### config.mk
export PLATFORM = sky130hd
export DESIGN_NAME = wcp_sdiv
export DESIGN_NICKNAME = d
export VERILOG_FILES = /design/src/wcp_pkg.sv /design/src/wcp_sdiv.sv
export SDC_FILE = /design/constraint.sdc
export NUM_CORES = 2
export LEC_CHECK = 0
export ABC_AREA = 0
export BUFFER_PORTS_ARGS = -buffer_cell sky130_fd_sc_hd__buf_2
export CAP_MARGIN = 20
export CORE_MARGIN = 2
export CORE_UTILIZATION = 30
export DETAILED_ROUTE_END_ITERATION = 7
export PLACE_DENSITY = 0.55
export SYNTH_ARGS = -nofsm -noshare
export SYNTH_HDL_FRONTEND = slang
export SYNTH_SLANG_ARGS = --single-unit
### constraint.sdc
create_clock -name i_clk -period 5.3 [get_ports i_clk]
set_input_delay 0 -clock i_clk [delete_from_list [all_inputs] [get_ports i_clk]]
set_output_delay 0 -clock i_clk [all_outputs]
set_load 0.03 [all_outputs]
### src/wcp_pkg.sv
// ----------------------------------------------------------------------------
// wcp_pkg
// shared types, constants and the cosine table of the wall column projection
// ----------------------------------------------------------------------------
package wcp_pkg;

    localparam int TILE_UNITS     = 64;
    localparam int SCREEN_HEIGHT  = 512;
    localparam int TEXTURE_HEIGHT = 64;
    localparam int TEXTURE_COUNT  = 8;
    localparam int ANGLE_STEPS    = 4096;

    localparam int ANGLE_W   = $clog2(ANGLE_STEPS);
    localparam int TILE_W    = $clog2(TILE_UNITS);
    localparam int TEX_W     = 3;
    localparam int DIST_W    = 24;
    localparam int PLANE_W   = 12;
    localparam int HEIGHT_W  = 16;
    localparam int TOP_W     = 9;
    localparam int BOT_W     = 10;
    localparam int STEP_W    = 23;
    localparam int OFF_W     = 15;
    localparam int COS_W     = 17;
    localparam int QUARTER   = ANGLE_STEPS / 4;
    localparam int CIDX_W    = $clog2(QUARTER + 1);
    localparam int NUM_SHIFT = $clog2(TILE_UNITS) + 8;
    localparam int NUM_W     = PLANE_W + NUM_SHIFT;
    localparam int MID       = SCREEN_HEIGHT / 2;
    localparam int HDIV_N    = HEIGHT_W;
    localparam int SDIV_N    = STEP_W;
    localparam int SNUM_W    = $clog2(TEXTURE_HEIGHT) + 17;

    localparam logic [63:0] TWO_PI_Q28 = 64'd1686629713;

    typedef logic [COS_W-1:0] t_cos_tab [0:QUARTER];

    typedef struct packed {
        logic [TILE_W-1:0] col;
        logic [TEX_W-1:0]  idx;
    } t_side;

    typedef struct packed {
        logic [NUM_W-1:0]  num;
        logic [DIST_W-1:0] den;
        logic              sat;
        t_side             side;
    } t_hdiv;

    typedef struct packed {
        logic [HEIGHT_W-1:0] h;
        logic [TOP_W-1:0]    top;
        logic [BOT_W-1:0]    bot;
        logic [OFF_W-1:0]    off;
        t_side               side;
    } t_geom;

    function automatic t_cos_tab build_cos_table();
        t_cos_tab    tab;
        logic [63:0] t;
        logic [63:0] th;
        logic [63:0] u;
        logic [63:0] u2;
        logic [63:0] u3;
        logic [63:0] u4;
        logic [63:0] c;
        for (int i = 0; i <= QUARTER; i++) begin
            t  = 64'(i) * 64'(65536 / ANGLE_STEPS);
            th = (t * TWO_PI_Q28) >> 16;
            u  = (th * th) >> 28;
            u2 = (u * u) >> 28;
            u3 = (u2 * u) >> 28;
            u4 = (u3 * u) >> 28;
            c  = (64'd1 << 28) - u / 64'd2 + u2 / 64'd24 - u3 / 64'd720 + u4 / 64'd40320;
            c  = c >> 12;
            if (c > 64'd65536) begin
                c = 64'd65536;
            end
            tab[i] = c[COS_W-1:0];
        end
        return tab;
    endfunction

    localparam t_cos_tab COS_TABLE = build_cos_table();

endpackage

### src/wcp_sdiv.sv
// ----------------------------------------------------------------------------
// wcp_sdiv
// pipelined restoring divider for the texture row step
// ----------------------------------------------------------------------------
module wcp_sdiv (
    input  logic                              i_clk,
    input  logic                              i_rst_n,
    input  logic                              i_en,
    input  logic                              i_valid,
    input  wcp_pkg::t_geom                    i_geom,
    output logic                              o_valid,
    output wcp_pkg::t_geom                    o_geom,
    output logic [wcp_pkg::STEP_W-1:0]        o_step
);

    localparam int N  = wcp_pkg::SDIV_N;
    localparam int RW = wcp_pkg::SNUM_W;
    localparam int SW = wcp_pkg::HEIGHT_W + N;

    logic [N-1:0]            r_valid;
    logic [RW-1:0]           r_rem  [0:N-1];
    logic [N-1:0]            r_q    [0:N-1];
    wcp_pkg::t_geom          r_geom [0:N-1];

    logic [RW-1:0]           s_rem  [0:N-1];
    logic [N-1:0]            s_q    [0:N-1];
    wcp_pkg::t_geom          s_geom [0:N-1];
    logic [RW-1:0]           n_rem  [0:N-1];
    logic [N-1:0]            n_q    [0:N-1];
    logic [SW-1:0]           n_sh   [0:N-1];

    always_comb begin
        s_rem[0]  = RW'(wcp_pkg::TEXTURE_HEIGHT) << 16;
        s_q[0]    = '0;
        s_geom[0] = i_geom;
        for (int k = 1; k < N; k++) begin
            s_rem[k]  = r_rem[k-1];
            s_q[k]    = r_q[k-1];
            s_geom[k] = r_geom[k-1];
        end
        for (int k = 0; k < N; k++) begin
            n_sh[k]  = SW'(s_geom[k].h) << (N - 1 - k);
            n_rem[k] = s_rem[k];
            n_q[k]   = s_q[k];
            if (SW'(s_rem[k]) >= n_sh[k]) begin
                n_rem[k]      = s_rem[k] - n_sh[k][RW-1:0];
                n_q[k][N-1-k] = 1'b1;
            end
        end
    end

    always_ff @(posedge i_clk) begin
        if (!i_rst_n) begin
            r_valid <= '0;
        end else if (i_en) begin
            r_valid <= {r_valid[N-2:0], i_valid};
        end
    end

    always_ff @(posedge i_clk) begin
        if (i_en) begin
            for (int k = 0; k < N; k++) begin
                r_rem[k]  <= n_rem[k];
                r_q[k]    <= n_q[k];
                r_geom[k] <= s_geom[k];
            end
        end
    end

    assign o_valid = r_valid[N-1];
    assign o_geom  = r_geom[N-1];
    assign o_step  = (r_geom[N-1].h == '0) ? '0 : r_q[N-1];

endmodule

---- Word level (Yosys, flattened, before mapping) ----
Memory sizes are Yosys's and may differ from the RTL's.
Cells that the tools add are included.
word-level totals
  register bits ........................... 23
  bits in writable memories ............... 2415
  bits of input ports ..................... 63
  output and inout port bits .............. 83
  logic and storage cells ................. 100
  memories kept ........................... 3
operators by class
  $add $sub $neg .......................... 23
  order comparisons ....................... 23
  multiplexer cells ....................... 49
  reductions and logical operators ........ 1
memory list
  memory  depth  width  read ports  clocked after memory_dff  wr ports  RTL line        RTL
  r_geom  23     59     23          0                         23        wcp_sdiv.sv:23  wcp_pkg::t_geom r_geom [0:N-1];
  r_q     23     23     23          0                         23        wcp_sdiv.sv:22  logic [N-1:0] r_q [0:N-1];
  r_rem   23     23     22          0                         23        wcp_sdiv.sv:21  logic [RW-1:0] r_rem [0:N-1];
operators with widths
  kind                    number
  $mux W23                24
  $sub A23 B23 Y23        15
  $ge A23 B38 Y1 const A  1
  $ge A23 B37 Y1          1
  $ge A23 B36 Y1          1
  $ge A23 B35 Y1          1
  $ge A23 B34 Y1          1
  $ge A23 B33 Y1          1
  $ge A23 B32 Y1          1
  $ge A23 B31 Y1          1
  $ge A23 B30 Y1          1
  $ge A23 B29 Y1          1
  $ge A23 B28 Y1          1
  $ge A23 B27 Y1          1
  $ge A23 B26 Y1          1
  $ge A23 B25 Y1          1
  $mux W1                 25
  $ge A23 B24 Y1          1
  $ge A23 B16 Y1          1
  $ge A23 B17 Y1          1
  $ge A23 B18 Y1          1
  $ge A23 B19 Y1          1
  $ge A23 B20 Y1          1
  $ge A23 B21 Y1          1
  other kinds (11)        11

---- Longest topological paths before layout ----
An unclocked memory read counts as a cell.
  word-level depth ........................ 3
  depth in mapped cells ................... 13
  depth with buffers taken out ............ 12

---- Worst setup path after synthesis ----
No wires, ideal clock.
  path type ............................... register to register
  start ................................... memory r_geom[2][161] (netlist name)
  end ..................................... memory r_rem[2][79] (netlist name) (data pin)
  library setup time ...................... 0.260 ns
  arrival ................................. 2.669 ns
  data required time ...................... 5.040 ns
  path slack .............................. 2.371 ns
  cell stages (with the launch flop) ...... 12
  path buffers ............................ 1
  clock period less this slack ............ 2.929 ns
  path through ............................ edfxtp_1 -> inv_1 -> fa_1 -> a211oi_2 -> o21ai_1 -> nand4_2 -> and3_4 -> o311ai_4 -> a2111oi_4 -> nor2_4 -> buf_6 -> mux2_4
RTL lines
  what         RTL line
  from (decl)  wcp_sdiv.sv:23
  to (decl)    wcp_sdiv.sv:21

==> key figures <==
Status
  • Status: finished clean

Final layout
  • Nets: between 4000 and 5000
  • Post-Layout Cell Count: between 7000 and 8000
  • Syn-to-layout area delta: 17.4%
  • Share of layout cells above drive strength 1: 0.134

Logic synthesis
  • Synth Flop Type: edfxtp_1
  • Mapped cell area: 72700 um2
  • Nets in the synthesized netlist: 4478
  • Post-synth EDFFs: 1886
  • Synthesis Warnings: 0
  • Seq/Total Area, Yosys: 0.786
  • Post-synth ARST share: 0
  • Count of different cell masters after synthesis: 83
  • Synth Area per Inst: around 18 um2
  • FF+latch count, synth: 1909
  • Syn Inst Count: between 4000 and 5000

Place
  • HPWL after DPL: 68100 um
  • IO Port Bufs: ~150
  • Dpl cells: 7410
  • Final GP Congestion: 0.862

STA
  • Hold slack final: between 150 and 200 ps
  • Fmax: 0.281 GHz
  • Endpoints failing setup: 0
  • Endpoints failing hold: 0
  • Slew Viols, Final: 0
  • RSZ-0062 raised after global routing: false
  • Setup tns final: 0 ps
  • Worst slew margin: 0.285
  • Tmin final: 3560 ps
  • Final cycle utilization of the critical path: 0.671
  • Post-Route Skew: 97.2 ps
  • Worst-margin pin slew: between 1000 and 1500 ps

Critical path
  • Worst Path Required: 5930 ps
  • Delay-heaviest family, CP: compound AO/OA/AOI/OAI gates
  • Critical path buffers and inverters: 2
  • CP endpoint kind: flop
  • Setup Crit Path Kind: flop to flop
  • CP Max Fanout: 27
  • Crit path depth: 11
  • Crit-path cells: inv_1 > ha_1 > ha_1 > a221o_1 > nor3_1 > o21ai_0 > a31oi_1 > o21ba_1 > clkinv_1 > and4_1 > nor3_1
  • RR Endpoint: r_rem[2][41]$_DFFE_PP_
  • Worst reg2reg setup slack: 1740 ps
  • R2R Path Start: r_geom[2][44]$_DFFE_PP_
  • Critical Path Start Type: flop
  • Worst Path Arrival: roughly 4200 ps
  • Critical-path top delay cell: clkinv_1
  • R2R depth: 11
  • Largest stage delay, worst path: 650 ps

Clock tree
  • Clock root cell: clkbuf_16
  • Setup bufs post-CTS: 0
  • Clk slew on worst S/H paths: 60 ps
  • CTS Buffer Depth: 3
  • Clk_lat worst skew: between 800 and 900 ps
  • H-tree depth: 4
  • TritonCTS clock tree: yes
  • Total CTS buffers: 204
  • # clock sinks: between 1500 and 2000

Route
  • Via count of the routed design: approximately 34000
  • DR DRC count: 0
  • Wirelength per Cell: 13.9 um
  • DRT iter0 DRCs: 2144
  • DR pass1 iterations: 6
  • Vias/cell: 4.24
  • Detail Route Antenna Nets: 0
  • WL final: roughly 110000 um

Die
  • Die area: between 200000 and 250000 um2
  • Row cnt: 180
  • Io pins: 146
  • Starting density of the core: 0.302
  • Core area: around 240000 um2
  • Die Y: 496 um
  • Die width: 496 um

Power and ir drop
  • Max IR drop VDD: 0.286 mV
  • Leakage: just over 0.03 uW
  • P per Cell Area: 436 nW/um2

Global route
  • Largest net degree at the start of global routing: between 150 and 200
  • Gr usage total: 0.0892
  • Initial antenna violation count: 3
  • Gr ovfl total: 0
  • First-pass GRT wire length: 178000 um
  • Vias in the first global route: 34800

Hold path
  • Worst Hold Depth: 5
  • Hold EP: r_rem[0][22]$_SDFFCE_PN1P_
  • Hold Crit Class: primary input to flop
  • HP Start: i_geom[44]

Job
  • MaxCap Viol Count: 0
==> sequential cells by signal, summed over array words and instances (netlist names) <==
register  count
r_geom     1357
r_valid      23
r_q         276
r_rem       253
==> cell usage after synthesis (37+ instances only) <==
cell	instances	share of area
nor2_1	141	0.0073
xnor2_1	98	0.012
ha_1	246	0.042
nand2_1	130	0.0067
inv_1	340	0.018
nor2b_1	59	0.0051
xor2_1	69	0.0083
nor3_1	37	0.0025
mux2_2	106	0.016
nor4_1	37	0.0032
a21o_1	97	0.010
edfxtp_1	1886	0.78
o21ai_0	144	0.0099
a21oi_1	144	0.0099
buf_4	59	0.0061
mux2i_1	41	0.0056
==> area by class of cell <==
cell class              count  area (um2)
inverters                 342        1280
diodes                      2        5.00
well taps                3185        3990
repair buffers            305        2400
fillers                 22400      155000
clock inverters           140        1620
flip-flops and latches   1909       57100
multi-input cells        1796       13700
clock buffers             238        5230
==> cells by family (layout without fill, tap and decap cells) <==
family	count (synthesis)	count (layout)	share of synthesized area
other	0	2	0
buffers and inverters	443	1025	0.0262
and+or+nand+nor	613	613	0.0432
adders and majority gates	267	267	0.0481
xor gates and xnor gates	167	167	0.0201
DFF	1909	1909	0.786
AOI/OAI and AO/OA	594	594	0.0530
muxes	155	155	0.0237
==> cells in the final DEF, fill, tap and decap left out, types with 18 or more instances in the layout <==
master,count
a211oi_1,21
a21o_1,97
a21oi_1,144
a31oi_1,28
and2_1,35
and3_1,18
buf_2,144
buf_4,22
bufinv_16,22
clkbuf_1,34
clkbuf_16,204
clkinv_1,38
clkinv_2,39
dfxtp_1,23
dlygate4sd3_1,125
edfxtp_1,1886
fa_1,21
ha_1,246
inv_1,340
mux2_2,106
mux2i_1,41
nand2_1,130
nand2b_1,32
nand3_1,36
nand4_1,28
nor2_1,140
nor2b_1,59
nor3_1,36
nor4_1,37
o21a_1,28
o21ai_0,144
xnor2_1,98
xor2_1,69
==> worst max path at each step <==
| stage | startpoint | endpoint | slack (ps) |
|---|---|---|---|
| after floorplan | r_geom[2][161]$_DFFE_PP_ | r_rem[2][79]$_DFFE_PP_ | 2370 |
| after global placement | r_rem[2][95]$_DFFE_PP_ | r_rem[2][135]$_DFFE_PP_ | 1720 |
| after detailed placement | r_geom[2][281]$_DFFE_PP_ | r_rem[2][135]$_DFFE_PP_ | 1630 |
| after CTS | r_geom[2][281]$_DFFE_PP_ | r_rem[2][135]$_DFFE_PP_ | 1580 |
| after global routing | r_geom[2][44]$_DFFE_PP_ | r_rem[2][41]$_DFFE_PP_ | 1360 |
| final | r_geom[2][44]$_DFFE_PP_ | r_rem[2][41]$_DFFE_PP_ | 1740 |
==> report_power, final <==
group	switching [uW]	leakage (uW)	total [uW]	internal, uW
Clock	5970	0.00330	14200	8230
Sequential	512	0.0186	18700	18100
Combinational	2460	0.00909	4380	1910
Total	8950	0.0310	37200	28300
==> worst register-to-register path: cells and delay by family (launching register included) <==
family / cells / cell delay, ps
and+or+nand+nor: 3 / 780
buffers and inverters: 2 / 710
adders and majority gates: 2 / 500
AOI/OAI and AO/OA: 4 / 950
DFF: 1 / 390
==> through the flow <==
step / worst slack [ps] / total power [uW] / utilization / cell area (um2)
final: 1740 / 37200 / 0.354 / 85300
after global routing: 1360 / 39100 / 0.354 / 85300
after global placement: 1720 / 23100 / 0.321 / 77200
after floorplan: 2370 / 22000 / - / 72700
after CTS: 1580 / 37800 / 0.354 / 85300
after detailed placement: 1630 / 23300 / 0.321 / 77200
==> metal layers <==
metal  GRT usage  share of wire  vias to the layer above
li1            -              -                    16500
met1       0.102           0.42                    16300
met2       0.156           0.51                      513
met3      0.0226          0.041                      246
met4      0.0403          0.034                        0
met5           0              0                        -
==> timing repair <==
action                                 CTS  global route
endpoints found under the hold margin  361             0
resized for setup                        0             0
hold buffers                           125             0
(Power assumes the default switching activity.)
