$ cat src/wcp_pkg.sv
// ----------------------------------------------------------------------------
// wcp_pkg
// shared types, constants and the cosine table of the wall column projection
// ----------------------------------------------------------------------------
package wcp_pkg;

    localparam int TILE_UNITS     = 64;
    localparam int SCREEN_HEIGHT  = 512;
    localparam int TEXTURE_HEIGHT = 64;
    localparam int TEXTURE_COUNT  = 8;
    localparam int ANGLE_STEPS    = 4096;

    localparam int ANGLE_W   = $clog2(ANGLE_STEPS);
    localparam int TILE_W    = $clog2(TILE_UNITS);
    localparam int TEX_W     = 3;
    localparam int DIST_W    = 24;
    localparam int PLANE_W   = 12;
    localparam int HEIGHT_W  = 16;
    localparam int TOP_W     = 9;
    localparam int BOT_W     = 10;
    localparam int STEP_W    = 23;
    localparam int OFF_W     = 15;
    localparam int COS_W     = 17;
    localparam int QUARTER   = ANGLE_STEPS / 4;
    localparam int CIDX_W    = $clog2(QUARTER + 1);
    localparam int NUM_SHIFT = $clog2(TILE_UNITS) + 8;
    localparam int NUM_W     = PLANE_W + NUM_SHIFT;
    localparam int MID       = SCREEN_HEIGHT / 2;
    localparam int HDIV_N    = HEIGHT_W;
    localparam int SDIV_N    = STEP_W;
    localparam int SNUM_W    = $clog2(TEXTURE_HEIGHT) + 17;

    localparam logic [63:0] TWO_PI_Q28 = 64'd1686629713;

    typedef logic [COS_W-1:0] t_cos_tab [0:QUARTER];

    typedef struct packed {
        logic [TILE_W-1:0] col;
        logic [TEX_W-1:0]  idx;
    } t_side;

    typedef struct packed {
        logic [NUM_W-1:0]  num;
        logic [DIST_W-1:0] den;
        logic              sat;
        t_side             side;
    } t_hdiv;

    typedef struct packed {
        logic [HEIGHT_W-1:0] h;
        logic [TOP_W-1:0]    top;
        logic [BOT_W-1:0]    bot;
        logic [OFF_W-1:0]    off;
        t_side               side;
    } t_geom;

    function automatic t_cos_tab build_cos_table();
        t_cos_tab    tab;
        logic [63:0] t;
        logic [63:0] th;
        logic [63:0] u;
        logic [63:0] u2;
        logic [63:0] u3;
        logic [63:0] u4;
        logic [63:0] c;
        for (int i = 0; i <= QUARTER; i++) begin
            t  = 64'(i) * 64'(65536 / ANGLE_STEPS);
            th = (t * TWO_PI_Q28) >> 16;
            u  = (th * th) >> 28;
            u2 = (u * u) >> 28;
            u3 = (u2 * u) >> 28;
            u4 = (u3 * u) >> 28;
            c  = (64'd1 << 28) - u / 64'd2 + u2 / 64'd24 - u3 / 64'd720 + u4 / 64'd40320;
            c  = c >> 12;
            if (c > 64'd65536) begin
                c = 64'd65536;
            end
            tab[i] = c[COS_W-1:0];
        end
        return tab;
    endfunction

    localparam t_cos_tab COS_TABLE = build_cos_table();

endpackage

$ cat src/wcp_hdiv.sv
// ----------------------------------------------------------------------------
// wcp_hdiv
// pipelined restoring divider for the strip height, one quotient bit a stage
// ----------------------------------------------------------------------------
module wcp_hdiv (
    input  logic                              i_clk,
    input  logic                              i_rst_n,
    input  logic                              i_en,
    input  logic                              i_valid,
    input  wcp_pkg::t_hdiv                    i_data,
    output logic                              o_valid,
    output logic [wcp_pkg::HEIGHT_W-1:0]      o_h,
    output wcp_pkg::t_side                    o_side
);

    localparam int N  = wcp_pkg::HDIV_N;
    localparam int SW = wcp_pkg::DIST_W + N;

    logic [N-1:0]                 r_valid;
    logic [wcp_pkg::NUM_W-1:0]    r_rem  [0:N-1];
    logic [wcp_pkg::DIST_W-1:0]   r_den  [0:N-1];
    logic [N-1:0]                 r_q    [0:N-1];
    logic                         r_sat  [0:N-1];
    wcp_pkg::t_side               r_side [0:N-1];

    logic [wcp_pkg::NUM_W-1:0]    s_rem  [0:N-1];
    logic [wcp_pkg::DIST_W-1:0]   s_den  [0:N-1];
    logic [N-1:0]                 s_q    [0:N-1];
    logic                         s_sat  [0:N-1];
    wcp_pkg::t_side               s_side [0:N-1];
    logic [wcp_pkg::NUM_W-1:0]    n_rem  [0:N-1];
    logic [N-1:0]                 n_q    [0:N-1];
    logic [SW-1:0]                n_sh   [0:N-1];

    always_comb begin
        s_rem[0]  = i_data.num;
        s_den[0]  = i_data.den;
        s_q[0]    = '0;
        s_sat[0]  = i_data.sat;
        s_side[0] = i_data.side;
        for (int k = 1; k < N; k++) begin
            s_rem[k]  = r_rem[k-1];
            s_den[k]  = r_den[k-1];
            s_q[k]    = r_q[k-1];
            s_sat[k]  = r_sat[k-1];
            s_side[k] = r_side[k-1];
        end
        for (int k = 0; k < N; k++) begin
            n_sh[k]  = SW'(s_den[k]) << (N - 1 - k);
            n_rem[k] = s_rem[k];
            n_q[k]   = s_q[k];
            if (SW'(s_rem[k]) >= n_sh[k]) begin
                n_rem[k]         = s_rem[k] - n_sh[k][wcp_pkg::NUM_W-1:0];
                n_q[k][N-1-k]    = 1'b1;
            end
        end
    end

    always_ff @(posedge i_clk) begin
        if (!i_rst_n) begin
            r_valid <= '0;
        end else if (i_en) begin
            r_valid <= {r_valid[N-2:0], i_valid};
        end
    end

    always_ff @(posedge i_clk) begin
        if (i_en) begin
            for (int k = 0; k < N; k++) begin
                r_rem[k]  <= n_rem[k];
                r_den[k]  <= s_den[k];
                r_q[k]    <= n_q[k];
                r_sat[k]  <= s_sat[k];
                r_side[k] <= s_side[k];
            end
        end
    end

    assign o_valid = r_valid[N-1];
    assign o_h     = r_sat[N-1] ? '1 : r_q[N-1];
    assign o_side  = r_side[N-1];

endmodule

$ cat config.mk
export PLATFORM = sky130hd
export DESIGN_NAME = wcp_hdiv
export DESIGN_NICKNAME = d
export VERILOG_FILES = /design/src/wcp_pkg.sv /design/src/wcp_hdiv.sv
export SDC_FILE = /design/constraint.sdc
export NUM_CORES = 1
export LEC_CHECK = 0
export BUFFER_PORTS_ARGS = -buffer_cell sky130_fd_sc_hd__buf_2
export CAP_MARGIN = 20
export CORE_MARGIN = 3
export CORE_UTILIZATION = 55
export CTS_BUF_LIST = sky130_fd_sc_hd__clkbuf_8
export DETAILED_ROUTE_END_ITERATION = 10
export PLACE_DENSITY = 0.77
export SETUP_SLACK_MARGIN = 0.5
export SYNTH_ARGS = -nofsm -noshare
export SYNTH_HDL_FRONTEND = slang
export SYNTH_SLANG_ARGS = --single-unit
$ cat constraint.sdc
create_clock -name i_clk -period 5.2 [get_ports i_clk]
set_input_delay 0.78 -clock i_clk [delete_from_list [all_inputs] [get_ports i_clk]]
set_output_delay 0.78 -clock i_clk [all_outputs]
set_load 0.01 [all_outputs]
After elaboration in Yosys (flattened, before gate mapping)
Memories as Yosys holds them, arrays and structs flattened.
Index checks and enable logic that the tools add are counted.
{"block": "word_totals", "word_cells": 73, "in_bits": 64, "memories": 5, "reg_bits": 16, "ram_bits": 1216, "output_inout_bits": 26}
{"block": "op_classes", "order_cmp": 16, "add_sub_neg": 16, "muxes": 35}
{"memory": "r_rem", "depth": 16, "word_bits": 26, "rd": 15, "rd_ports_with_merged_regs": 0, "wr": 16, "line_no": "wcp_hdiv.sv:20", "rtl": "logic [wcp_pkg::NUM_W-1:0] r_rem [0:N-1];"}
{"memory": "r_den", "depth": 16, "word_bits": 24, "rd": 15, "rd_ports_with_merged_regs": 0, "wr": 16, "line_no": "wcp_hdiv.sv:21", "rtl": "logic [wcp_pkg::DIST_W-1:0] r_den [0:N-1];"}
{"memory": "r_q", "depth": 16, "word_bits": 16, "rd": 16, "rd_ports_with_merged_regs": 0, "wr": 16, "line_no": "wcp_hdiv.sv:22", "rtl": "logic [N-1:0] r_q [0:N-1];"}
{"memory": "r_side", "depth": 16, "word_bits": 9, "rd": 16, "rd_ports_with_merged_regs": 0, "wr": 16, "line_no": "wcp_hdiv.sv:24", "rtl": "wcp_pkg::t_side r_side [0:N-1];"}
{"memory": "r_sat", "depth": 16, "word_bits": 1, "rd": 16, "rd_ports_with_merged_regs": 0, "wr": 16, "line_no": "wcp_hdiv.sv:23", "rtl": "logic r_sat [0:N-1];"}
{"op": "two-way mux 26 bit", "count": 16}
{"op": "subtractor 26 bit", "count": 14}
{"op": ">= comparator 26 x 39 -> 1 bit", "count": 1}
{"op": ">= comparator 26 x 38 -> 1 bit", "count": 1}
{"op": ">= comparator 26 x 37 -> 1 bit", "count": 1}
{"op": ">= comparator 26 x 36 -> 1 bit", "count": 1}
{"op": ">= comparator 26 x 35 -> 1 bit", "count": 1}
{"op": ">= comparator 26 x 34 -> 1 bit", "count": 1}
{"op": ">= comparator 26 x 33 -> 1 bit", "count": 1}
{"op": ">= comparator 26 x 32 -> 1 bit", "count": 1}
{"op": ">= comparator 26 x 31 -> 1 bit", "count": 1}
{"op": ">= comparator 26 x 30 -> 1 bit", "count": 1}
{"op": ">= comparator 26 x 29 -> 1 bit", "count": 1}
{"op": ">= comparator 26 x 28 -> 1 bit", "count": 1}
{"op": ">= comparator 26 x 27 -> 1 bit", "count": 1}
{"op": ">= comparator 26 x 24 -> 1 bit", "count": 1}
{"op": ">= comparator 26 x 25 -> 1 bit", "count": 1}
{"op": ">= comparator 26 bit", "count": 1}
{"op": "subtractor 26 x 24 -> 26 bit", "count": 1}
{"op": "subtractor 26 x 25 -> 26 bit", "count": 1}
{"op": "two-way mux 1 bit", "count": 18}
{"op": "two-way mux 16 bit", "count": 1}

Logic depth before layout (Yosys ltp)
Gate-level depths: netlist of the first run.
An unclocked memory read counts as a cell.
{"block": "logic_depth", "depth_word": 3, "depth_mapped": 14, "depth_no_buf": 13}

Least setup slack after synthesis of the first run
OpenSTA, ideal clock, no wires.
{"block": "synth_timing", "kind": "input -> register", "startpoint": "input port i_data[49] (netlist bit)", "endpoint": "memory r_rem[0][24] (netlist bit), data pin", "path_slack_ns": 1.714, "path_buffers": 1, "setup_time_ns": 0.260, "t_arrival_ns": 3.226, "required_ns": 4.940, "path_stages": 12, "cell_sequence": "inv_1 > ha_1 > fa_1 > nor2b_1 > o21ai_1 > a21boi_1 > o21ai_1 > a211oi_1 > nor3_1 > o31ai_1 > buf_2 > mux2_2"}
{"item": "start, declared", "line_no": "wcp_hdiv.sv:10", "rtl": "input wcp_pkg::t_hdiv i_data,"}
{"item": "end, declared", "line_no": "wcp_hdiv.sv:20"}

==> summary.md, run 1 <==
| Metric | Value |
|---|---|
| Most frequent cell after synthesis | `edfxtp_1` |
| PD cells | `360 mW/mm^2` |
| Chip height | `308 um` |
| Final setup violation count | `0` |
| Crit path launch type | `flop` |
| Synth Register Bits | `1,062` |
| Die area | `0.0948 sq mm` |
| Clk_lat worst skew | `0.81 ns` |
| YS warnings | `0` |
| Period utilisation layout | `77.5%` |
| Post-synth top area share | `between 60% and 70%` |
| Via count | `28.9k` |
| Cell repeated most along the worst path | `inv_1` |
| Syn Nets | `4,122` |
| Fin. max-slew vios | `0` |
| XOR/XNOR Fraction of Synth Area | `3.20%` |
| RSZ-0062 raised after global routing | `no` |
| Element type at the critical path end | `flop` |
| Top cell family by delay on the critical path | `compound AO/OA/AOI/OAI gates` |
| Clk pin slew, worst setup/hold paths | `0.06 ns` |
| Setup TNS | `0 ns` |
| Crit path cell chain | `inv_1 -> ha_1 -> inv_1 -> fa_1 -> a211oi_1 -> o21bai_1 -> o31ai_1 -> o21a_1 -> o21ai_1 -> a311oi_1 -> a21o_2 -> mux2_1` |
| Post-synth top area cell | `edfxtp_1` |
| Synth top area cells | `edfxtp_1, ha_1, inv_1` |
| Largest net degree at the start of global routing | `between 100 and 150` |
| Leakage Power | `21.9 nW` |
| Vias/cell | `approximately 5.5` |
| Dpl hpwl | `62.9 mm` |
| Mux cell area share after synthesis | `4.21%` |
| Peak supply drop | `0.242 mV` |
| Slowest CP cell | `a21o_2` |
| Post-synthesis sequential area ratio | `~63%` |
| Vias in the first global route | `30.1k` |
| Top_reg_cell synth | `edfxtp_1` |
| Initial core utilization | `55.6%` |
| Initial DRC count | `1,422` |
| CP arrival | `4.58 ns` |
| Final min period | `4.03 ns` |
| Synth Area in Simple Gates | `8.01%` |
| Max incr delay on CP | `0.54 ns` |
| Bufs on Longest Clock Path | `3` |
| CTS Buf Count | `171` |
| Die X | `308 um` |
| Compound-Gate Fraction of Synth Area | `9.76%` |
| Top post-synthesis cells by count | `edfxtp_1, inv_1, ha_1` |
| Avg Cell Area, Syn | `13.4 sq um` |
| Final cell count without fillers | `around 5.3k` |
| Placed insts | `about 5k` |
| Post-synth EDFFs | `about 1.0k` |
| GPL Wtd Cong | `0.897` |
| Status | `finished clean` |
| Combinational family with the most area after synthesis | `compound AO/OA/AOI/OAI gates` |
| Crit Path Class | `reg -> reg` |
| Synth-to-layout area growth | `10.1%` |
| Hold Crit Class | `in -> reg` |
| Cell Area, Synth | `about 0.05 sq mm` |
| Slew at the pin with the worst max-slew slack | `1.23 ns` |
| Max_slew headroom | `17.6%` |
| Syn Inst Count | `3,750` |
| Final Hold Viols | `0` |
| Hold Slack | `approximately 0.14 ns` |
| Clk root buf | `clkbuf_8` |
| Max-capacitance violation count | `0` |
| Post-layout util | `61.2%` |
| GR Overflow Total | `0` |
| PortBufs | `89` |
| Share of cells above drive strength 1 | `roughly 10%` |
| H-tree levels | `4` |
| Average wire per standard cell | `16.3 um` |
| Std-Cell Rows | `110` |
| Initial antenna violation count | `1` |
| CP Buf/Inv Count | `2` |
| Sink Count | `1,062` |
| Synth Area in Adders | `7.91%` |
| CTS Hold Bufs | `0` |
| Netlist cell types | `81` |
| CTS tree | `built` |
| Total Wirelength | `86.4 mm` |
| Layout Skew | `0.0352 ns` |
| Drc violations | `0` |
| Global Route Usage Sum | `18.5%` |
| FMAX | `0.248 GHz` |
| Core area | `~0.090 sq mm` |
| Initial DRT Pass Iterations | `8` |
| Worst EP required | `5.75 ns` |
| Postcts setup bufs | `0` |
| Worst Path Max Fanout | `22` |
| Final-stage net count | `4,347` |
| Post-route ant nets | `0` |
| Ys async rst share | `0%` |
| I/O Pins | `90` |
| Post-cts sizing count | `0` |
| First-pass GRT wire length | `141 mm` |
[placed cells by master, fill, tap and decap left out, types with 23 or more instances in the layout]
master       n
a211oi_1    26
a21o_1      90
a21oi_1    226
a31oi_1     25
and3_1      23
buf_2       88
clkbuf_8   177
clkinv_1    37
edfxtp_1  1046
ha_1       293
inv_1      444
mux2_1     111
mux2i_1     34
nand2_1    184
nand2b_1    30
nand3_1     48
nand4_1     41
nor2_1     191
nor2b_1     61
nor3_1      67
nor4_1      38
o21a_1      46
o21ai_0     90
o21ai_1     66
o31ai_1     27
or2_2       30
xnor2_1    118
xor2_1      65
[report_power, final]
group / internal, mW / switching (mW)
combinational: 1.24 / 1.73
sequential: 10.2 / 0.264
clock: 3.29 / 3.17
[area by class of cell]
type | instances | area (sq um)
flip-flops and latches | 1062 | 31700
clock inverters | 131 | 696
clock buffers | 177 | 2440
inverters | 396 | 1490
diodes | 1 | 2.50
repair buffers | 114 | 758
well taps | 1176 | 1470
multi-input cells | 2230 | 16600
fillers | 6809 | 35000
[sequential cells by signal, summed over array words and instances (netlist names)]
| register | cells |
|---|---|
| r_side | 144 |
| r_valid | 16 |
| r_rem | 390 |
| r_sat | 16 |
| r_q | 136 |
| r_den | 360 |
[per-stage QoR]
stage               total power [mW]  worst slack (ns)  cell area [sq um]
floorplan                       12.7              1.71              50100
global placement                13.4              1.14              52000
detailed placement              13.5              1.11              52000
CTS                             20.1              1.07              55200
global route                    20.9             0.839              55200
finish                          19.8              1.17              55200
[routing by layer]
metal | GRT usage, % | part of all wire [%] | routed length, um
met4 | 11.6 | 6.0 | 5210
met2 | 35.5 | 54 | 46500
met1 | 18.0 | 36 | 31400
met3 | 3.88 | 3.7 | 3230
met5 | 0 | 0 | 0
[final timing paths]
path           startpoint            end  slack [ns]  depth (start not counted)
max          r_rem[1][31]   r_rem[1][58]        1.17                         12
min             i_data[1]   r_side[0][1]        0.14                          1
max reg2reg  r_rem[1][31]   r_rem[1][58]        1.17                         12
min reg2reg  r_side[0][2]  r_side[0][11]        0.40                          0
[cell families after synthesis]
family                     count (synthesis)
xor gates and xnor gates                 183
buffers and inverters                    458
muxes                                    185
DFF                                     1062
AOI/OAI and AO/OA                        758
adders and majority gates                308
and+or+nand+nor                          796
(Power assumes the default switching activity.)
==> inputs of run 2 (changes only) <==
clock period = 4.2 ns   (was 5.2 ns; I/O delays follow)
==> run 2 against run 1 <==
Against the previous run:
- register-to-register slack got worse by 0.52 ns
- non-clock buffer count up 80
- sequential power rose by 24%
- total power increased by 25%
- global-route usage up 0.19 points
- critical path depth shrank 2
- flip-flop and latch count unchanged
- sequential share of layout area fell by 0.83 points
- largest cell class unchanged
- highest routed layer unchanged
==> summary.md, run 2 (same netlist as run 1, synthesis figures left out) <==
| Metric | Value |
|---|---|
| PortBufs | `89 (unchanged)` |
| Global Route Usage Sum | `18.7% (+0.19 points)` |
| CP Buf/Inv Count | `1 (-1)` |
| GR Overflow Total | `0 (unchanged)` |
| Max-capacitance violation count | `0 (unchanged)` |
| Final-stage net count | `4,430 (+1.9%)` |
| Via count | `29.4k (+1.6%)` |
| Area post-placement | `0.0522 sq mm (+0.31%)` |
| Synth-to-layout area growth | `11.7%` |
| Hold Crit Class | `in -> reg` |
| Initial core utilization | `55.6% (unchanged)` |
| Max reg flops | `390 (unchanged)` |
| Layout Skew | `0.0415 ns (+0.00635 ns)` |
| Biggest register | `r_rem` |
| Top flop regs | `r_rem (390), r_den (360), r_side (144)` |
| Max_slew headroom | `33.3% (+16 points)` |
| Average wire per standard cell | `16.4 um (+0.31%)` |
| Sink Count | `1,062 (unchanged)` |
| CTS Buf Count | `174 (+1.8%)` |
| Slew at the pin with the worst max-slew slack | `0.975 ns (-0.250 ns)` |
| Placed insts | `4,998 (+0.42%)` |
| Top cell family by delay on the critical path | `compound AO/OA/AOI/OAI gates` |
| Initial DRT Pass Iterations | `5 (-3)` |
| Chip height | `308 um (unchanged)` |
| Commonest non-fill, non-tap cell in the layout | `edfxtp_1` |
| Dpl hpwl | `63.3 mm (+0.54%)` |
| RSZ-0062 raised after global routing | `no` |
| Std-Cell Rows | `110 (unchanged)` |
| Slowest CP cell | `o41ai_1` |
| Status | `finished clean` |
| Final setup violation count | `0 (unchanged)` |
| Die area | `0.0948 sq mm (unchanged)` |
| Leakage Power | `22.3 nW (+1.8%)` |
| Initial antenna violation count | `1 (unchanged)` |
| Peak supply drop | `0.308 mV (+28%)` |
| PD cells | `442 mW/mm^2 (+23%)` |
| Crit Path Class | `reg -> reg` |
| Final cell count without fillers | `5,370 (+1.6%)` |
| GPL Wtd Cong | `0.917 (+2.2%)` |
| Max incr delay on CP | `0.50 ns (-0.04 ns)` |
| Final min period | `3.54 ns (-0.485 ns)` |
| Clk_lat worst skew | `0.83 ns (+0.02 ns)` |
| Die X | `308 um (unchanged)` |
| Total Wirelength | `88.0 mm (+1.9%)` |
| I/O Pins | `90 (unchanged)` |
| Drc violations | `0 (unchanged)` |
| Initial DRC count | `1,481 (+4.1%)` |
| Post-route cell area | `0.0560 sq mm (+1.5%)` |
| Bufs on Longest Clock Path | `3 (unchanged)` |
| Vias in the first global route | `30.5k (+1.3%)` |
| CP arrival | `4.11 ns (-0.47 ns)` |
| Core area | `0.0901 sq mm (unchanged)` |
| First-pass GRT wire length | `143 mm (+1.3%)` |
| Worst EP required | `4.77 ns (-0.98 ns)` |
| Post-route ant nets | `0 (unchanged)` |
| Element type at the critical path end | `flop` |
| Share of cells above drive strength 1 | `10.7% (+0.42 points)` |
| Crit path launch type | `flop` |
| CTS tree | `built` |
| Clk pin slew, worst setup/hold paths | `0.06 ns (about the same)` |
| Fin. max-slew vios | `0 (unchanged)` |
| Period utilisation layout | `84.4% (+6.9 points)` |
| Crit path cell chain | `ha_1 -> fa_1 -> nand2b_1 -> a211oi_1 -> nor3_1 -> o21ai_1 -> o211ai_1 -> a21o_1 -> buf_4 -> o41ai_1` |
| Largest net degree at the start of global routing | `143 (+9.2%)` |
| H-tree levels | `4 (unchanged)` |
| Worst Path Max Fanout | `34 (+55%)` |
| Clk root buf | `clkbuf_8` |
| Vias/cell | `5.48 (about the same)` |
| R2R setup slack | `0.66 ns (-0.52 ns)` |
| Setup TNS | `0 ns (unchanged)` |
| Final Hold Viols | `0 (unchanged)` |
| FMAX | `0.282 GHz (+14%)` |
| Hold Slack | `0.129 ns (-0.0146 ns)` |
| Most frequent cells in the layout | `edfxtp_1, inv_1, ha_1, a21oi_1, nor2_1` |
run 2: changes by cell type in the layout (fill, tap and decap cells not counted), sizes merged:
cell	previous run	this run
clkinvlp	4	3
buf	114	138
clkinv	62	58
clkbuf	177	175
inv	459	469
dlygate4sd3	0	56
run 2: final cells by class:
| cell class | count | area, sq um |
|---|---|---|
| diodes | 1 | 2.50 |
| clock buffers | 175 | 2410 |
| clock inverters | 136 | 763 |
| fillers | 6769 | 34100 |
| inverters | 396 | 1490 |
| multi-input cells | 2230 | 16600 |
| flip-flops and latches | 1062 | 31700 |
| well taps | 1176 | 1470 |
| repair buffers | 194 | 1500 |
run 2: per-stage QoR:
step,setup slack [ns],total power [mW],utilization [%]
2_1_floorplan,0.815,15.7,-
3_3_place_gp,0.472,16.7,57.9
3_5_place_dp,0.375,16.8,57.9
4_1_cts,0.520,25.0,62.1
5_1_grt,0.508,26.1,62.1
6_report,0.656,24.8,62.1
run 2: worst paths after layout:
check / startpoint / end / depth (start not counted)
max reg2reg: r_den[1][48] / r_rem[1][93] / 10
max: r_den[1][48] / r_rem[1][93] / 10
min: i_data[57] / r_rem[0][23] / 2
min reg2reg: r_side[0][22] / r_side[0][31] / 0
run 2: report_power, final:
part	internal (mW)	switching, mW
clock	4.08	4.03
combinational	1.60	2.15
sequential	12.6	0.327
run 2: repair_timing:
action                     CTS  global route
setup endpoints to repair   19            79
cloned                       0             0
hold endpoints to repair    56             0
hold buffers                56             0
resized for setup            2             7
pin swaps                    0             4
buffers inserted             0             4
run 2: routing by layer:
metal	vias up	share of wire [%]	track usage, %	wire, um
li1	14628	-	-	-
met1	13869	37	18.2	32100
met2	632	54	35.9	47600
met3	286	3.5	3.61	3050
met4	0	5.9	12.1	5200
met5	-	0	0	0
